--- src/rtl/tld_pkg.sv ---
// Shared types, codes and constants of the terminal line discipline.
package tld_pkg;

  localparam int DEPTH_DEFAULT = 128;
  localparam int APB_DATA_W    = 32;
  localparam int APB_ADDR_W    = 4;

  localparam logic [7:0] CH_BS  = 8'h08;
  localparam logic [7:0] CH_SP  = 8'h20;
  localparam logic [7:0] CH_LF  = 8'h0A;
  localparam logic [7:0] CH_CR  = 8'h0D;
  localparam logic [7:0] CH_EOF = 8'h04;
  localparam logic [7:0] CH_DEL = 8'h7F;
  localparam logic [7:0] CH_NUL = 8'h00;

  typedef enum logic [1:0] {
    ACT_RX   = 2'd0,
    ACT_POP  = 2'd1,
    ACT_TX   = 2'd2,
    ACT_NONE = 2'd3
  } action_t;

  typedef enum logic [1:0] {
    KIND_TX    = 2'd0,
    KIND_DATA  = 2'd1,
    KIND_EMPTY = 2'd2,
    KIND_EOF   = 2'd3
  } kind_t;

  typedef enum logic [1:0] {
    REG_CANON = 2'd0,
    REG_ECHO  = 2'd1,
    REG_CRLF  = 2'd2,
    REG_ADDCR = 2'd3
  } reg_t;

  typedef enum logic {
    ST_IDLE,
    ST_READ
  } state_t;

  typedef struct packed {
    logic canon;
    logic echo;
    logic cr_to_lf;
    logic add_cr;
  } cfg_t;

  typedef struct packed {
    logic       load;
    kind_t      kind;
    logic [1:0] count;
    logic [7:0] b0;
    logic [7:0] b1;
    logic [7:0] b2;
    logic       line_end;
  } res_t;

endpackage

--- src/rtl/tld_ram.sv ---
// Generic single-clock RAM with one write port and one registered read port.
module tld_ram #(
  parameter int WIDTH = 8,
  parameter int DEPTH = 128,
  localparam int AW = (DEPTH > 1) ? $clog2(DEPTH) : 1
) (
  input  logic             clk,
  input  logic             we,
  input  logic [AW-1:0]    waddr,
  input  logic [WIDTH-1:0] wdata,
  input  logic [AW-1:0]    raddr,
  output logic [WIDTH-1:0] rdata
);

  logic [WIDTH-1:0] mem [DEPTH];

  always_ff @(posedge clk) begin
    if (we) begin
      mem[waddr] <= wdata;
    end
    rdata <= mem[raddr];
  end

endmodule

--- src/rtl/tld_emit.sv ---
// Result buffer that hands out up to three results of one item, one per transfer.
module tld_emit (
  input  logic          clk,
  input  logic          rst,
  input  tld_pkg::res_t res,
  output logic          out_valid,
  input  logic          out_stall,
  output logic [1:0]    kind,
  output logic [7:0]    byte_out,
  output logic          line_end,
  output logic          last,
  output logic          busy
);

  import tld_pkg::*;

  logic       active;
  logic [1:0] pos;
  logic [1:0] count;
  kind_t      kind_q;
  logic [7:0] bytes [3];
  logic       le_q;

  always_ff @(posedge clk) begin
    if (rst) begin
      active <= 1'b0;
      pos    <= 2'd0;
    end else if (res.load) begin
      active <= 1'b1;
      pos    <= 2'd0;
    end else if (active && !out_stall) begin
      if (last) begin
        active <= 1'b0;
      end else begin
        pos <= pos + 2'd1;
      end
    end
  end

  always_ff @(posedge clk) begin
    if (res.load) begin
      count    <= res.count;
      kind_q   <= res.kind;
      bytes[0] <= res.b0;
      bytes[1] <= res.b1;
      bytes[2] <= res.b2;
      le_q     <= res.line_end;
    end
  end

  always_comb begin
    unique case (pos)
      2'd0:    byte_out = bytes[0];
      2'd1:    byte_out = bytes[1];
      default: byte_out = bytes[2];
    endcase
  end

  assign out_valid = active;
  assign busy      = active;
  assign kind      = kind_q;
  assign line_end  = le_q;
  assign last      = (pos == count - 2'd1);

endmodule

--- src/rtl/tld_ctrl.sv ---
// Sequencer that edits the indices and reads and writes the line store.
module tld_ctrl #(
  parameter int BUFFER_DEPTH = tld_pkg::DEPTH_DEFAULT,
  localparam int IDX_W  = $clog2(2 * BUFFER_DEPTH),
  localparam int SLOT_W = $clog2(BUFFER_DEPTH)
) (
  input  logic              clk,
  input  logic              rst,
  input  tld_pkg::cfg_t     cfg,
  input  logic              in_valid,
  output logic              in_stall,
  input  logic [1:0]        action,
  input  logic [7:0]        char_in,
  input  logic              first_of_read,
  input  logic              emit_busy,
  output logic              we,
  output logic [SLOT_W-1:0] waddr,
  output logic [7:0]        wdata,
  output logic [SLOT_W-1:0] raddr,
  input  logic [7:0]        rdata,
  output tld_pkg::res_t     res
);

  import tld_pkg::*;

  localparam logic [IDX_W:0] SPAN  = (IDX_W + 1)'(2 * BUFFER_DEPTH);
  localparam logic [IDX_W:0] DEPTH = (IDX_W + 1)'(BUFFER_DEPTH);

  function automatic logic [IDX_W-1:0] idx_inc(input logic [IDX_W-1:0] i);
    logic [IDX_W:0] s;
    s = {1'b0, i} + 1'b1;
    return (s == SPAN) ? '0 : s[IDX_W-1:0];
  endfunction

  function automatic logic [IDX_W-1:0] idx_dec(input logic [IDX_W-1:0] i);
    logic [IDX_W:0] s;
    s = SPAN - 1'b1;
    return (i == '0) ? s[IDX_W-1:0] : i - 1'b1;
  endfunction

  function automatic logic [SLOT_W-1:0] idx_slot(input logic [IDX_W-1:0] i);
    logic [IDX_W:0] s;
    s = ({1'b0, i} >= DEPTH) ? {1'b0, i} - DEPTH : {1'b0, i};
    return s[SLOT_W-1:0];
  endfunction

  state_t           state, state_next;
  logic [IDX_W-1:0] read_index, read_index_next;
  logic [IDX_W-1:0] commit_index, commit_index_next;
  logic [IDX_W-1:0] edit_index, edit_index_next;
  logic             first_q;
  logic             accept;
  logic [IDX_W:0]   fill_sum;
  logic [IDX_W:0]   fill;
  logic [7:0]       c_map;
  logic [7:0]       send_char;
  logic             send_on;

  assign in_stall = (state != ST_IDLE) || emit_busy;
  assign accept   = in_valid && !in_stall;

  assign fill_sum = {1'b0, edit_index} + SPAN - {1'b0, read_index};
  assign fill     = (fill_sum >= SPAN) ? fill_sum - SPAN : fill_sum;
  assign c_map    = (cfg.cr_to_lf && char_in == CH_CR) ? CH_LF : char_in;

  always_comb begin
    state_next = state;
    unique case (state)
      ST_IDLE: begin
        if (accept && action_t'(action) == ACT_POP && read_index != commit_index) begin
          state_next = ST_READ;
        end
      end
      ST_READ: state_next = ST_IDLE;
      default: state_next = ST_IDLE;
    endcase
  end

  always_comb begin
    we                = 1'b0;
    waddr             = idx_slot(edit_index);
    wdata             = c_map;
    raddr             = idx_slot(read_index);
    read_index_next   = read_index;
    commit_index_next = commit_index;
    edit_index_next   = edit_index;
    res               = '0;
    send_on           = 1'b0;
    send_char         = char_in;
    if (state == ST_READ) begin
      read_index_next = idx_inc(read_index);
      res.load        = 1'b1;
      res.count       = 2'd1;
      if (rdata == CH_EOF) begin
        if (!first_q) begin
          read_index_next = read_index;
        end
        res.kind = KIND_EOF;
      end else begin
        res.kind     = KIND_DATA;
        res.b0       = rdata;
        res.line_end = cfg.canon && rdata == CH_LF;
      end
    end else if (accept) begin
      unique case (action_t'(action))
        ACT_RX: begin
          if (cfg.canon && char_in == CH_DEL) begin
            if (edit_index != commit_index) begin
              edit_index_next = idx_dec(edit_index);
              if (cfg.echo) begin
                res.load  = 1'b1;
                res.kind  = KIND_TX;
                res.count = 2'd3;
                res.b0    = CH_BS;
                res.b1    = CH_SP;
                res.b2    = CH_BS;
              end
            end
          end else if (!(cfg.canon && char_in == CH_BS) && char_in != CH_NUL
                       && fill < DEPTH) begin
            we              = 1'b1;
            edit_index_next = idx_inc(edit_index);
            if (!cfg.canon || c_map == CH_LF || c_map == CH_EOF || fill == DEPTH - 1'b1) begin
              commit_index_next = idx_inc(edit_index);
            end
            send_on   = cfg.echo;
            send_char = c_map;
          end
        end
        ACT_POP: begin
          if (read_index == commit_index) begin
            res.load  = 1'b1;
            res.kind  = KIND_EMPTY;
            res.count = 2'd1;
          end
        end
        ACT_TX:   send_on = 1'b1;
        ACT_NONE: send_on = 1'b0;
        default:  send_on = 1'b0;
      endcase
      if (send_on) begin
        res.load = 1'b1;
        res.kind = KIND_TX;
        if (cfg.add_cr && send_char == CH_LF) begin
          res.count = 2'd2;
          res.b0    = CH_CR;
          res.b1    = CH_LF;
        end else begin
          res.count = 2'd1;
          res.b0    = send_char;
        end
      end
    end
  end

  always_ff @(posedge clk) begin
    if (rst) begin
      state        <= ST_IDLE;
      read_index   <= '0;
      commit_index <= '0;
      edit_index   <= '0;
    end else begin
      state        <= state_next;
      read_index   <= read_index_next;
      commit_index <= commit_index_next;
      edit_index   <= edit_index_next;
    end
  end

  always_ff @(posedge clk) begin
    if (accept) begin
      first_q <= first_of_read;
    end
  end

endmodule

--- src/rtl/tty_line_discipline_buffer_top.sv ---
// Top level of the terminal line discipline: register port, sequencer, store and results.
//
// Canonical terminal line discipline. Received bytes are edited into a circular line store
// of BUFFER_DEPTH bytes held in one synchronous RAM; read pops drain committed bytes and
// transmit bytes pass out with CR added before LF. One item is worked on at a time. An item
// passes through the sequencer, a read pop of a non-empty store also through the RAM's
// registered read, and then each of its zero to three results takes one output transfer;
// the next item is taken in the cycle after the last result of the previous one is
// transferred. CR is added before LF only when add_cr is set. The store needs no clearing
// after reset.
module tty_line_discipline_buffer_top #(
  parameter int BUFFER_DEPTH = tld_pkg::DEPTH_DEFAULT
) (
  input  logic                           clk,
  input  logic                           rst,
  input  logic                           psel,
  input  logic                           penable,
  input  logic                           pwrite,
  input  logic [tld_pkg::APB_ADDR_W-1:0] paddr,
  input  logic [tld_pkg::APB_DATA_W-1:0] pwdata,
  output logic [tld_pkg::APB_DATA_W-1:0] prdata,
  output logic                           pready,
  input  logic                           in_valid,
  output logic                           in_stall,
  input  logic [1:0]                     action,
  input  logic [7:0]                     char_in,
  input  logic                           first_of_read,
  output logic                           out_valid,
  input  logic                           out_stall,
  output logic [1:0]                     kind,
  output logic [7:0]                     byte_out,
  output logic                           line_end,
  output logic                           last
);

  import tld_pkg::*;

  localparam int SLOT_W = $clog2(BUFFER_DEPTH);

  cfg_t              cfg;
  logic              cfg_write;
  logic              rd_bit;
  res_t              res;
  logic              emit_busy;
  logic              we;
  logic [SLOT_W-1:0] waddr;
  logic [7:0]        wdata;
  logic [SLOT_W-1:0] raddr;
  logic [7:0]        rdata;

  assign pready    = 1'b1;
  assign cfg_write = psel && penable && pwrite && pready;

  always_ff @(posedge clk) begin
    if (rst) begin
      cfg <= '{canon: 1'b1, echo: 1'b1, cr_to_lf: 1'b1, add_cr: 1'b1};
    end else if (cfg_write) begin
      unique case (reg_t'(paddr[3:2]))
        REG_CANON: cfg.canon    <= pwdata[0];
        REG_ECHO:  cfg.echo     <= pwdata[0];
        REG_CRLF:  cfg.cr_to_lf <= pwdata[0];
        REG_ADDCR: cfg.add_cr   <= pwdata[0];
        default:   cfg.canon    <= cfg.canon;
      endcase
    end
  end

  always_comb begin
    unique case (reg_t'(paddr[3:2]))
      REG_CANON: rd_bit = cfg.canon;
      REG_ECHO:  rd_bit = cfg.echo;
      REG_CRLF:  rd_bit = cfg.cr_to_lf;
      REG_ADDCR: rd_bit = cfg.add_cr;
      default:   rd_bit = 1'b0;
    endcase
  end

  assign prdata = {{(APB_DATA_W - 1){1'b0}}, rd_bit};

  tld_ctrl #(
    .BUFFER_DEPTH(BUFFER_DEPTH)
  ) u_ctrl (
    .clk          (clk),
    .rst          (rst),
    .cfg          (cfg),
    .in_valid     (in_valid),
    .in_stall     (in_stall),
    .action       (action),
    .char_in      (char_in),
    .first_of_read(first_of_read),
    .emit_busy    (emit_busy),
    .we           (we),
    .waddr        (waddr),
    .wdata        (wdata),
    .raddr        (raddr),
    .rdata        (rdata),
    .res          (res)
  );

  tld_ram #(
    .WIDTH(8),
    .DEPTH(BUFFER_DEPTH)
  ) u_store (
    .clk  (clk),
    .we   (we),
    .waddr(waddr),
    .wdata(wdata),
    .raddr(raddr),
    .rdata(rdata)
  );

  tld_emit u_emit (
    .clk      (clk),
    .rst      (rst),
    .res      (res),
    .out_valid(out_valid),
    .out_stall(out_stall),
    .kind     (kind),
    .byte_out (byte_out),
    .line_end (line_end),
    .last     (last),
    .busy     (emit_busy)
  );

endmodule

--- config.mk ---
export PLATFORM = sky130hd
export DESIGN_NAME = tty_line_discipline_buffer_top
export DESIGN_NICKNAME = d
export VERILOG_FILES = /design/src/rtl/tld_pkg.sv /design/src/rtl/tld_ram.sv /design/src/rtl/tld_emit.sv /design/src/rtl/tld_ctrl.sv /design/src/rtl/tty_line_discipline_buffer_top.sv
export SDC_FILE = /design/constraint.sdc
export NUM_CORES = 1
export LEC_CHECK = 0
export BUFFER_PORTS_ARGS = -buffer_cell sky130_fd_sc_hd__buf_2
export CORE_MARGIN = 2
export CORE_UTILIZATION = 56
export DETAILED_ROUTE_END_ITERATION = 10
export GPL_ROUTABILITY_DRIVEN = 0
export PLACE_DENSITY = 0.75
export SYNTH_ARGS = -nofsm -noshare
export SYNTH_HDL_FRONTEND = slang
export SYNTH_SLANG_ARGS = --single-unit
--- constraint.sdc ---
create_clock -name clk -period 4.6 [get_ports clk]
set_clock_uncertainty 0.15 [all_clocks]
set_input_delay 0.23 -clock clk [delete_from_list [all_inputs] [get_ports clk]]
set_output_delay 0.23 -clock clk [all_outputs]
set_load 0.005 [all_outputs]
# Word level (Yosys, flattened, before mapping)
# Memory sizes are Yosys's and may differ from the RTL's. A register that Yosys moved wholly into a read port is not among the register bits.
# Cells that the tools add are included.
dict set report totals {
  memories 2
  wordCells 151
  regBits 38
  out_inout_bits 47
  ram_bits 1048
  in_bits 54
}
# memory words width rd rd_ports_with_merged_regs write_ports line_no
set memory_table {}
lappend memory_table {u_store.mem 128 8 1 1 1 tld_ram.sv:15} ;# logic [WIDTH-1:0] mem [DEPTH];
lappend memory_table {u_emit.bytes 3 8 3 0 3 tld_emit.sv:21} ;# logic [7:0] bytes [3];
dict set report op_classes {
  reduce_logical 41
  n_eq_ne 23
  addsub 10
  bitwise 4
  n_mux 52
  n_lt_le_gt_ge 4
}
# operator n
set op_table {}
lappend op_table {{8-bit two-way mux} 16}
lappend op_table {{29-bit two-way mux} 4}
lappend op_table {{8-bit by 4-bit == test with 1-bit output, second input constant} 5}
lappend op_table {{24-bit two-way mux} 1}
lappend op_table {{21-bit two-way mux} 1}
lappend op_table {{8-bit by 1-bit adder with 9-bit output, second input constant} 2}
lappend op_table {{9-bit == test, second input constant} 2}
lappend op_table {{1-bit two-way mux} 17}
lappend op_table {{8-bit by 3-bit == test with 1-bit output, second input constant} 2}
lappend op_table {{8-bit greater-or-equal comparator, second input constant} 2}
lappend op_table {{16-bit two-way mux} 1}
lappend op_table {{8-bit != test} 2}
lappend op_table {{8-bit one-hot mux with 2 select lines} 1}
lappend op_table {{7-bit two-way mux} 2}
lappend op_table {{2-bit AND reduction} 7}
lappend op_table {{7-bit by 1-bit subtractor with 7-bit output, second input constant} 2}
lappend op_table {{1-bit logical AND} 13}
lappend op_table {{13-bit two-way mux} 1}
lappend op_table {{10-bit two-way mux} 1}
lappend op_table {{5-bit one-hot mux with 2 select lines} 1}
lappend op_table {{8-bit by 9-bit adder with 9-bit output, second input constant} 1}
lappend op_table {{9-bit by 7-bit == test with 1-bit output, second input constant} 1}
lappend op_table {{9-bit greater-or-equal comparator, second input constant} 1}
lappend op_table {{9-bit by 8-bit less-than comparator with 1-bit output, second input constant} 1}
lappend op_table {{other kinds (27)} 47}

# Logic depth before layout (Yosys ltp)
# Gate-level depths: netlist of the first run.
dict set report depth {
  depth_word 19
  ltp_mapped 14
  depth_no_buf 11
}

# Modules after synthesis
# Synthesis of the first run repeated with hierarchy kept, for this count alone.
dict set report unflattened {
  cells_unflattened 2134
  hier_area_um2 44079.8
}
# module area_each_um2 n_inst cells_per_inst seq_area_each_um2
set modules_own_cells {}
lappend modules_own_cells {tld_ram 39665.5 1 1635 30909.6}
lappend modules_own_cells {tld_ctrl 2752.6 1 362 530.5}
lappend modules_own_cells {tld_emit 1207.4 1 81 930.9}
lappend modules_own_cells {tty_line_discipline_buffer_top 454.2 1 56 80.1}

# Worst setup path before layout of the first run
# Ideal clock, no wire load.
dict set report synth_path {
  path_type {input to register}
  startpoint {input port char_in[1]}
  endpoint {memory u_store.mem[0][0], data pin}
  path_stages 3
  setup_slack_ps -191
  setup_ps 832
  arrival_time_ps 3809
  path_buffers 1
  cell_sequence {clkbuf_2 and4bb_2 nor2b_1}
}
dict set report synth_via {
  elab_chain_cells 3
}
# element line_no
set synth_rtl {}
lappend synth_rtl {{start, declared} tty_line_discipline_buffer_top.sv:26} ;# input logic [7:0] char_in,
lappend synth_rtl {{8-bit by 4-bit == test with 1-bit output} tld_ctrl.sv:64} ;# assign c_map = (cfg.cr_to_lf && char_in == CH_CR) ? CH_LF : char_in;
lappend synth_rtl {{1-bit logical AND} tld_ctrl.sv:64}
lappend synth_rtl {{8-bit two-way mux} tld_ctrl.sv:64}
lappend synth_rtl {{net u_ctrl.wdata[0]} tld_ctrl.sv:18} ;# output logic [7:0] wdata,
lappend synth_rtl {{end, declared} tld_ram.sv:15}
# The timed path passes the listed nets, and every way through them passes these cells.

# Final worst setup path of the first run
dict set report layout_path {
  startpoint {register u_ctrl.read_index[5]}
  endpoint {memory u_store.mem[32][7], enable pin}
}
dict set report layout_via {
  elab_chain_cells 12
}
# element line_no
set layout_rtl {}
lappend layout_rtl {{start, declared} tld_ctrl.sv:48} ;# logic [IDX_W-1:0] read_index, read_index_next;
lappend layout_rtl {{start signal, assigned} tld_ctrl.sv:164} ;# read_index <= read_index_next;
lappend layout_rtl {{9-bit by 8-bit subtractor with 9-bit output *} tld_ctrl.sv:62} ;# assign fill_sum = {1'b0, edit_index} + SPAN - {1'b0, read_index};
lappend layout_rtl {{9-bit subtractor / 9-bit greater-or-equal comparator (equally long branches)} tld_ctrl.sv:63} ;# assign fill = (fill_sum >= SPAN) ? fill_sum - SPAN : fill_sum;
lappend layout_rtl {{9-bit two-way mux *} tld_ctrl.sv:63}
lappend layout_rtl {{9-bit by 8-bit less-than comparator with 1-bit output *} tld_ctrl.sv:120} ;# && fill < DEPTH) begin
lappend layout_rtl {{1-bit logical AND *} tld_ctrl.sv:120}
lappend layout_rtl {{1-bit two-way mux *} tld_ctrl.sv:119} ;# end else if (!(cfg.canon && char_in == CH_BS) && char_in != CH_NUL
lappend layout_rtl {{1-bit two-way mux *} tld_ctrl.sv:107} ;# if (cfg.canon && char_in == CH_DEL) begin
lappend layout_rtl {{1-bit two-way mux *} tld_ctrl.sv:105} ;# unique case (action_t'(action))
lappend layout_rtl {{1-bit two-way mux *} tld_ctrl.sv:104} ;# end else if (accept) begin
lappend layout_rtl {{1-bit two-way mux *} tld_ctrl.sv:90} ;# if (state == ST_READ) begin
lappend layout_rtl {{1-bit two-way mux *} tld_ram.sv:18} ;# if (we) begin
lappend layout_rtl {{1-bit two-way mux (not written as such) *} tld_ram.sv:19} ;# mem[waddr] <= wdata;
# Every way passes the cells marked *; elsewhere a longest branch is shown, timed or not.

==> results.toml, run 1 <==
[die]
fp.dieArea_um2 = 79600
core_um2 = 76200
die_x_um = 282
ios = 101
die_h_um = 282
start_util_pct = 56.8
rows = 101

[min_path]
hold_class = "in -> reg"

[route]
drt_first_pass_iters = 7
ant_nets = 0
routedWlPerCell_um = 28.9
drt-total-wl_um = 101000
vias = 22600
drc = 0
drt_iter0_drc = 2767
via_per_inst = 6.47

[sta]
tightest_slew_ns = 1.26
period_share_pct = 87.7
rsz0062_at_grt = "false"
final-hold-violation-count = 0
maxSlewViolCount = 0
layout_setup_ws_ns = 0.565
finalCriticalPeriod_ns = 4.03
max_freq_mhz = 248
tns_ns = 0
finalSetupViolCount = 0
relSlewSlack_pct = 15.8

[cells_and_area]
final_core_util_pct = 63.7
final_common_cell = "edfxtp_1"
nets = 2444
syn2layout_area_growth_pct = 12.1
final_cell_mix = "edfxtp_1 (1041), mux4_2 (281), nor2_1 (184)"
layout-drive-gt1-share_pct = 24.0
num-fill-cells = 4956
diodes = 0

[clocking]
clock_latency_ns = 0.66
cts.reportedPaths.clkPinSlew_ns = 0.06
cts_sinks = 1081
cts_buffer_depth = 3
cts-root-buf = "clkbuf_16"
h-tree-depth = 3
tritoncts = "built"
numCtsBuffers = 102
post-cts-setup-buffer-count = 0

[synth]
synth_warnings = 0
synth.top_cell.area_share_pct = 72.2
synth_area_um2 = 43300
yosysSeqAreaShare_pct = 74.0
ys_async_sr_fraction_pct = 0
synth-main-ff-cell = "edfxtp_1"
synth.distinct_cells = 71
yosysTopAreaCell = "edfxtp_1"
synthCells = 2235
synth_edf_count = 1041
synth-seq-cells = 1081
syn_area_per_cell_um2 = 19.4
synthTopCellsByArea = "edfxtp_1 (72%), mux4_2 (15%), dfxtp_1 (1.8%)"

[global_route]
antenna_found_initial = 0
grt_usage_pct = 25.9
globalRouteOverflowTotal = 0
grt_pass1_wl_um = 148000
grt_pass1_vias = 22700
grt_max_degree = 147

[setup_path]
arrival_ns = 4.15
path_common_cell = "nand2_1"
crit_fanout = 13
path_class = "reg -> reg"
cp_top_family = "simple AND/OR/NAND/NOR gates"
slowest_stage = "nor2_1"
required_ns = 4.72
end_kind = "register"
startpoint_type = "register"
path_buf_inv = 2
max_stage_delay_ns = 0.71
crit_chain = "inv_1 > ha_1 > nand2_1 > o21ai_0 > or3_1 > and4_1 > nand2_1 > buf_4 > nor2_1"

[placement]
place_ws_ns = 0.709
hpwl_um = 58800
io_buffers = 35

[pwr]
p_leak_nw = 15.2
peakVddDrop_v = 0.000329
power.total_w = 0.0195
p_per_area_nw_per_um2 = 401

[run_status]
status = "finished, final reports clean"

[run]
cap_violations = 0
cells in the mapped netlist (6+ instances only):
cell type / n
edfxtp_1: 1041
mux4_2: 281
nor2_1: 184
nand2_1: 120
clkbuf_1: 51
mux2i_1: 43
buf_2: 42
a21oi_1: 40
dfxtp_1: 40
buf_4: 36
nand3_1: 28
o21ai_0: 23
xnor2_1: 22
buf_1: 21
inv_1: 19
nor3_1: 18
a211oi_1: 15
nand4_1: 14
ha_1: 13
xor2_1: 13
a22o_1: 11
a31oi_1: 11
and2_1: 11
a22oi_1: 9
and3_1: 9
nor2b_1: 9
nor4_1: 9
a311oi_1: 6
nand3b_1: 6
o211ai_1: 6
o22ai_1: 6
final timing paths:
kind                                 end  slack (ns)  cells past startpoint              startpoint
setup reg to reg      u_store.mem[32][7]        0.57                      9    u_ctrl.read_index[5]
hold / removal        u_emit.bytes[0][1]        0.04                      4              char_in[1]
hold reg to reg   u_ctrl.commit_index[1]        0.38                      2  u_ctrl.commit_index[1]
setup / recovery      u_store.mem[32][7]        0.57                      9    u_ctrl.read_index[5]
per-layer routing:
metal	vias to the layer above	track usage [%]	wire length, um
met5	-	0	0
met4	0	10.4	3980
met3	241	4.95	10400
met2	1369	41.7	49200
met1	11700	35.3	37300
li1	9324	-	-
cells by family after synthesis:
kind of cell / after synthesis / synth area share [%]
other: 2 / 0.0173
AOI/OAI and AO/OA: 167 / 2.64
and+or+nand+nor: 433 / 4.52
buffers and inverters: 176 / 1.99
DFF: 1081 / 74.0
muxes: 327 / 15.7
adders and majority gates: 14 / 0.422
xor gates and xnor gates: 35 / 0.708
layout make-up:
type                            instances  area (um^2)  share of cell area, %
Timing Repair Buffer                  160         1290                   2.66
Clock buffer                          124         2720                   5.60
Inverter                               23         86.3                  0.178
Sequential cell                      1081        32100                   66.0
Tap cell                             1030         1290                   2.65
Clock inverter                         68          566                   1.16
Multi-Input combinational cell       1008        10500                   21.7
sequential cells by signal, summed over array words and instances, names as in the netlist, 4 cells and up:
signal	cells
cfg	4
u_ctrl.commit_index	8
u_ctrl.edit_index	8
u_ctrl.read_index	8
u_emit.bytes	11
u_store.mem	1024
u_store.rdata	8
per-stage QoR:
step,hold slack [ns],cell area [um^2],instances
4_1_cts,0.0104,48600,3494
2_1_floorplan,0.179,43400,2265
3_5_place_dp,0.283,45100,3280
6_report,0.0447,48600,3494
5_1_grt,0.0844,48600,3494
3_3_place_gp,0.283,45100,3280
power by group:
part           internal [W]  leakage, nW  total [W]  switching [W]
logic              0.000109         3.94   0.000413       0.000305
registers            0.0108         9.69     0.0108      0.0000156
clock network       0.00471         1.61    0.00823        0.00352
total                0.0156         15.2     0.0195        0.00385
tightest hold or removal path: stages:
cell and delay [ns]:
buf_2 0.16, inv_1 0.06, a21oi_1 0.15, a22o_1 0.14
what timing repair did:
item | 4_1_cts | 5_1_grt
endpoints found under the hold margin | 150 | 0
resized for setup | 0 | 0
hold buffers | 22 | 0
No activity file was read; power rests on OpenSTA's default activity.
==> inputs of run 2 (changes only) <==
- CORE_UTILIZATION: 56 -> 40
- PLACE_DENSITY: 0.75 -> unset
==> run 2 against run 1 <==
Net effect:
- the flow now finishes with violations (negative hold slack)
- sequential power about the same
- combinational power is 1% lower
- core utilization down 18 points
- critical endpoint is now u_store.mem[12][0]
- final cell count rose by 11%
- sequential share of layout area decreased by 0.81 points
==> results.toml, run 2 (synthesis results as in run 1) <==
[pwr]
p_per_area_nw_per_um2 = 397
power.total_w = 0.0195
peakVddDrop_v = 0.000307
p_leak_nw = 15.3

[global_route]
grt_usage_pct = 18.8
grt_max_degree = 117
antenna_found_initial = 1
grt_pass1_vias = 22500
grt_pass1_wl_um = 153000
globalRouteOverflowTotal = 0

[sta]
whs_ns = -0.00956
final-hold-violation-count = 5
rsz0062_at_grt = "false"
maxSlewViolCount = 0
finalSetupViolCount = 0
relSlewSlack_pct = 15.2
max_freq_mhz = 247
finalCriticalPeriod_ns = 4.04
tightest_slew_ns = 1.27
period_share_pct = 87.9

[cells_and_area]
top_regs = "u_store.mem (1024), u_emit.bytes (11)"
layout-drive-gt1-share_pct = 24.4
largest_register = "u_store.mem"
final_area_um2 = 49200
diodes = 0
nets = 2468
final_cell_mix = "edfxtp_1 (1041), mux4_2 (281), nor2_1 (184)"
final_common_cell = "edfxtp_1"
largest_reg_flops = 1024
syn2layout_area_growth_pct = 13.5

[die]
core_um2 = 107000
die_h_um = 333
die_x_um = 333
fp.dieArea_um2 = 111000
start_util_pct = 40.4
ios = 101
rows = 120

[setup_path]
path_class = "reg -> reg"
arrival_ns = 4.17
required_ns = 4.73
crit_fanout = 16
startpoint_type = "register"
cp_top_family = "simple AND/OR/NAND/NOR gates"
max_stage_delay_ns = 0.77
crit_chain = "inv_1 > ha_1 > nand3b_1 > a21oi_1 > or3_1 > and4_1 > nand3_1 > buf_4 > nor2_1"
path_buf_inv = 2
end_kind = "register"
slowest_stage = "nor2_1"

[min_path]
hold_class = "in -> reg"

[placement]
hpwl_um = 62200
io_buffers = 35
postPlaceCellArea_um2 = 45600

[route]
routedWlPerCell_um = 26.9
drt-total-wl_um = 105000
via_per_inst = 5.69
ant_nets = 0
drc = 0
drt_iter0_drc = 2491
vias = 22100
drt_first_pass_iters = 6

[clocking]
numCtsBuffers = 108
tritoncts = "built"
cts.reportedPaths.clkPinSlew_ns = 0.06
cts_sinks = 1081
cts-root-buf = "clkbuf_16"
cts_buffer_depth = 3
post-cts-setup-buffer-count = 0
clock_latency_ns = 0.68
cts-resized-gates = 0
h-tree-depth = 3

[run_status]
status = "complete, but fails checks"
failed_checks = "negative hold slack"

[run]
cap_violations = 0
run 2: layout make-up:
type / instances / area [um^2]
Fill cell: 8933 / 58000
Tap cell: 1403 / 1760
Multi-Input combinational cell: 1008 / 10500
Timing Repair Buffer: 178 / 1410
Inverter: 23 / 86.3
Clock inverter: 60 / 434
Clock buffer: 137 / 2870
Sequential cell: 1081 / 32100
run 2: final timing paths:
path | startpoint | slack, ns | cells past startpoint | endpoint
max | u_ctrl.edit_index[0] | 0.56 | 9 | u_store.mem[12][0]
max reg2reg | u_ctrl.edit_index[0] | 0.56 | 9 | u_store.mem[12][0]
min | char_in[3] | -0.01 | 1 | u_store.mem[8][3]
min reg2reg | u_ctrl.commit_index[1] | 0.38 | 2 | u_ctrl.commit_index[1]
run 2: metrics by stage:
stage	setup TNS [ns]	util, %	instances	setup slack [ns]
after global routing	0	45.9	3890	0.348
after CTS	0	45.9	3890	0.670
after detailed placement	0	42.6	3670	0.668
after floorplan	-48.87	-	2265	-0.191
final	0	45.9	3890	0.555
after global placement	0	42.6	3670	0.765
run 2: per-layer routing:
layer / up-vias / GRT usage (%) / part of all wire (%)
met2: 859 / 30.4 / 48
li1: 9367 / - / -
met1: 11800 / 26.4 / 42
met5: - / 0 / 0
met3: 146 / 2.91 / 6.9
met4: 0 / 5.50 / 2.4
run 2: worst register-to-register path, stage by stage (launching register included):
cell and delay (ns):
dfxtp_1 0.61, inv_1 0.24, ha_1 0.26, nand3b_1 0.18, a21oi_1 0.18, or3_1 0.24, and4_1 0.56, nand3_1 0.13
buf_4 0.31, nor2_1 0.78
run 2: where the power goes:
part,switching [W],internal (W)
logic,0.000301,0.000107
registers,0.0000192,0.0108
clock network,0.00363,0.00463
run 2: repair_timing:
item | in CTS | in global routing
endpoints found under the hold margin | 156 | 0
setup endpoints to repair | 0 | 0
hold buffers | 23 | 0
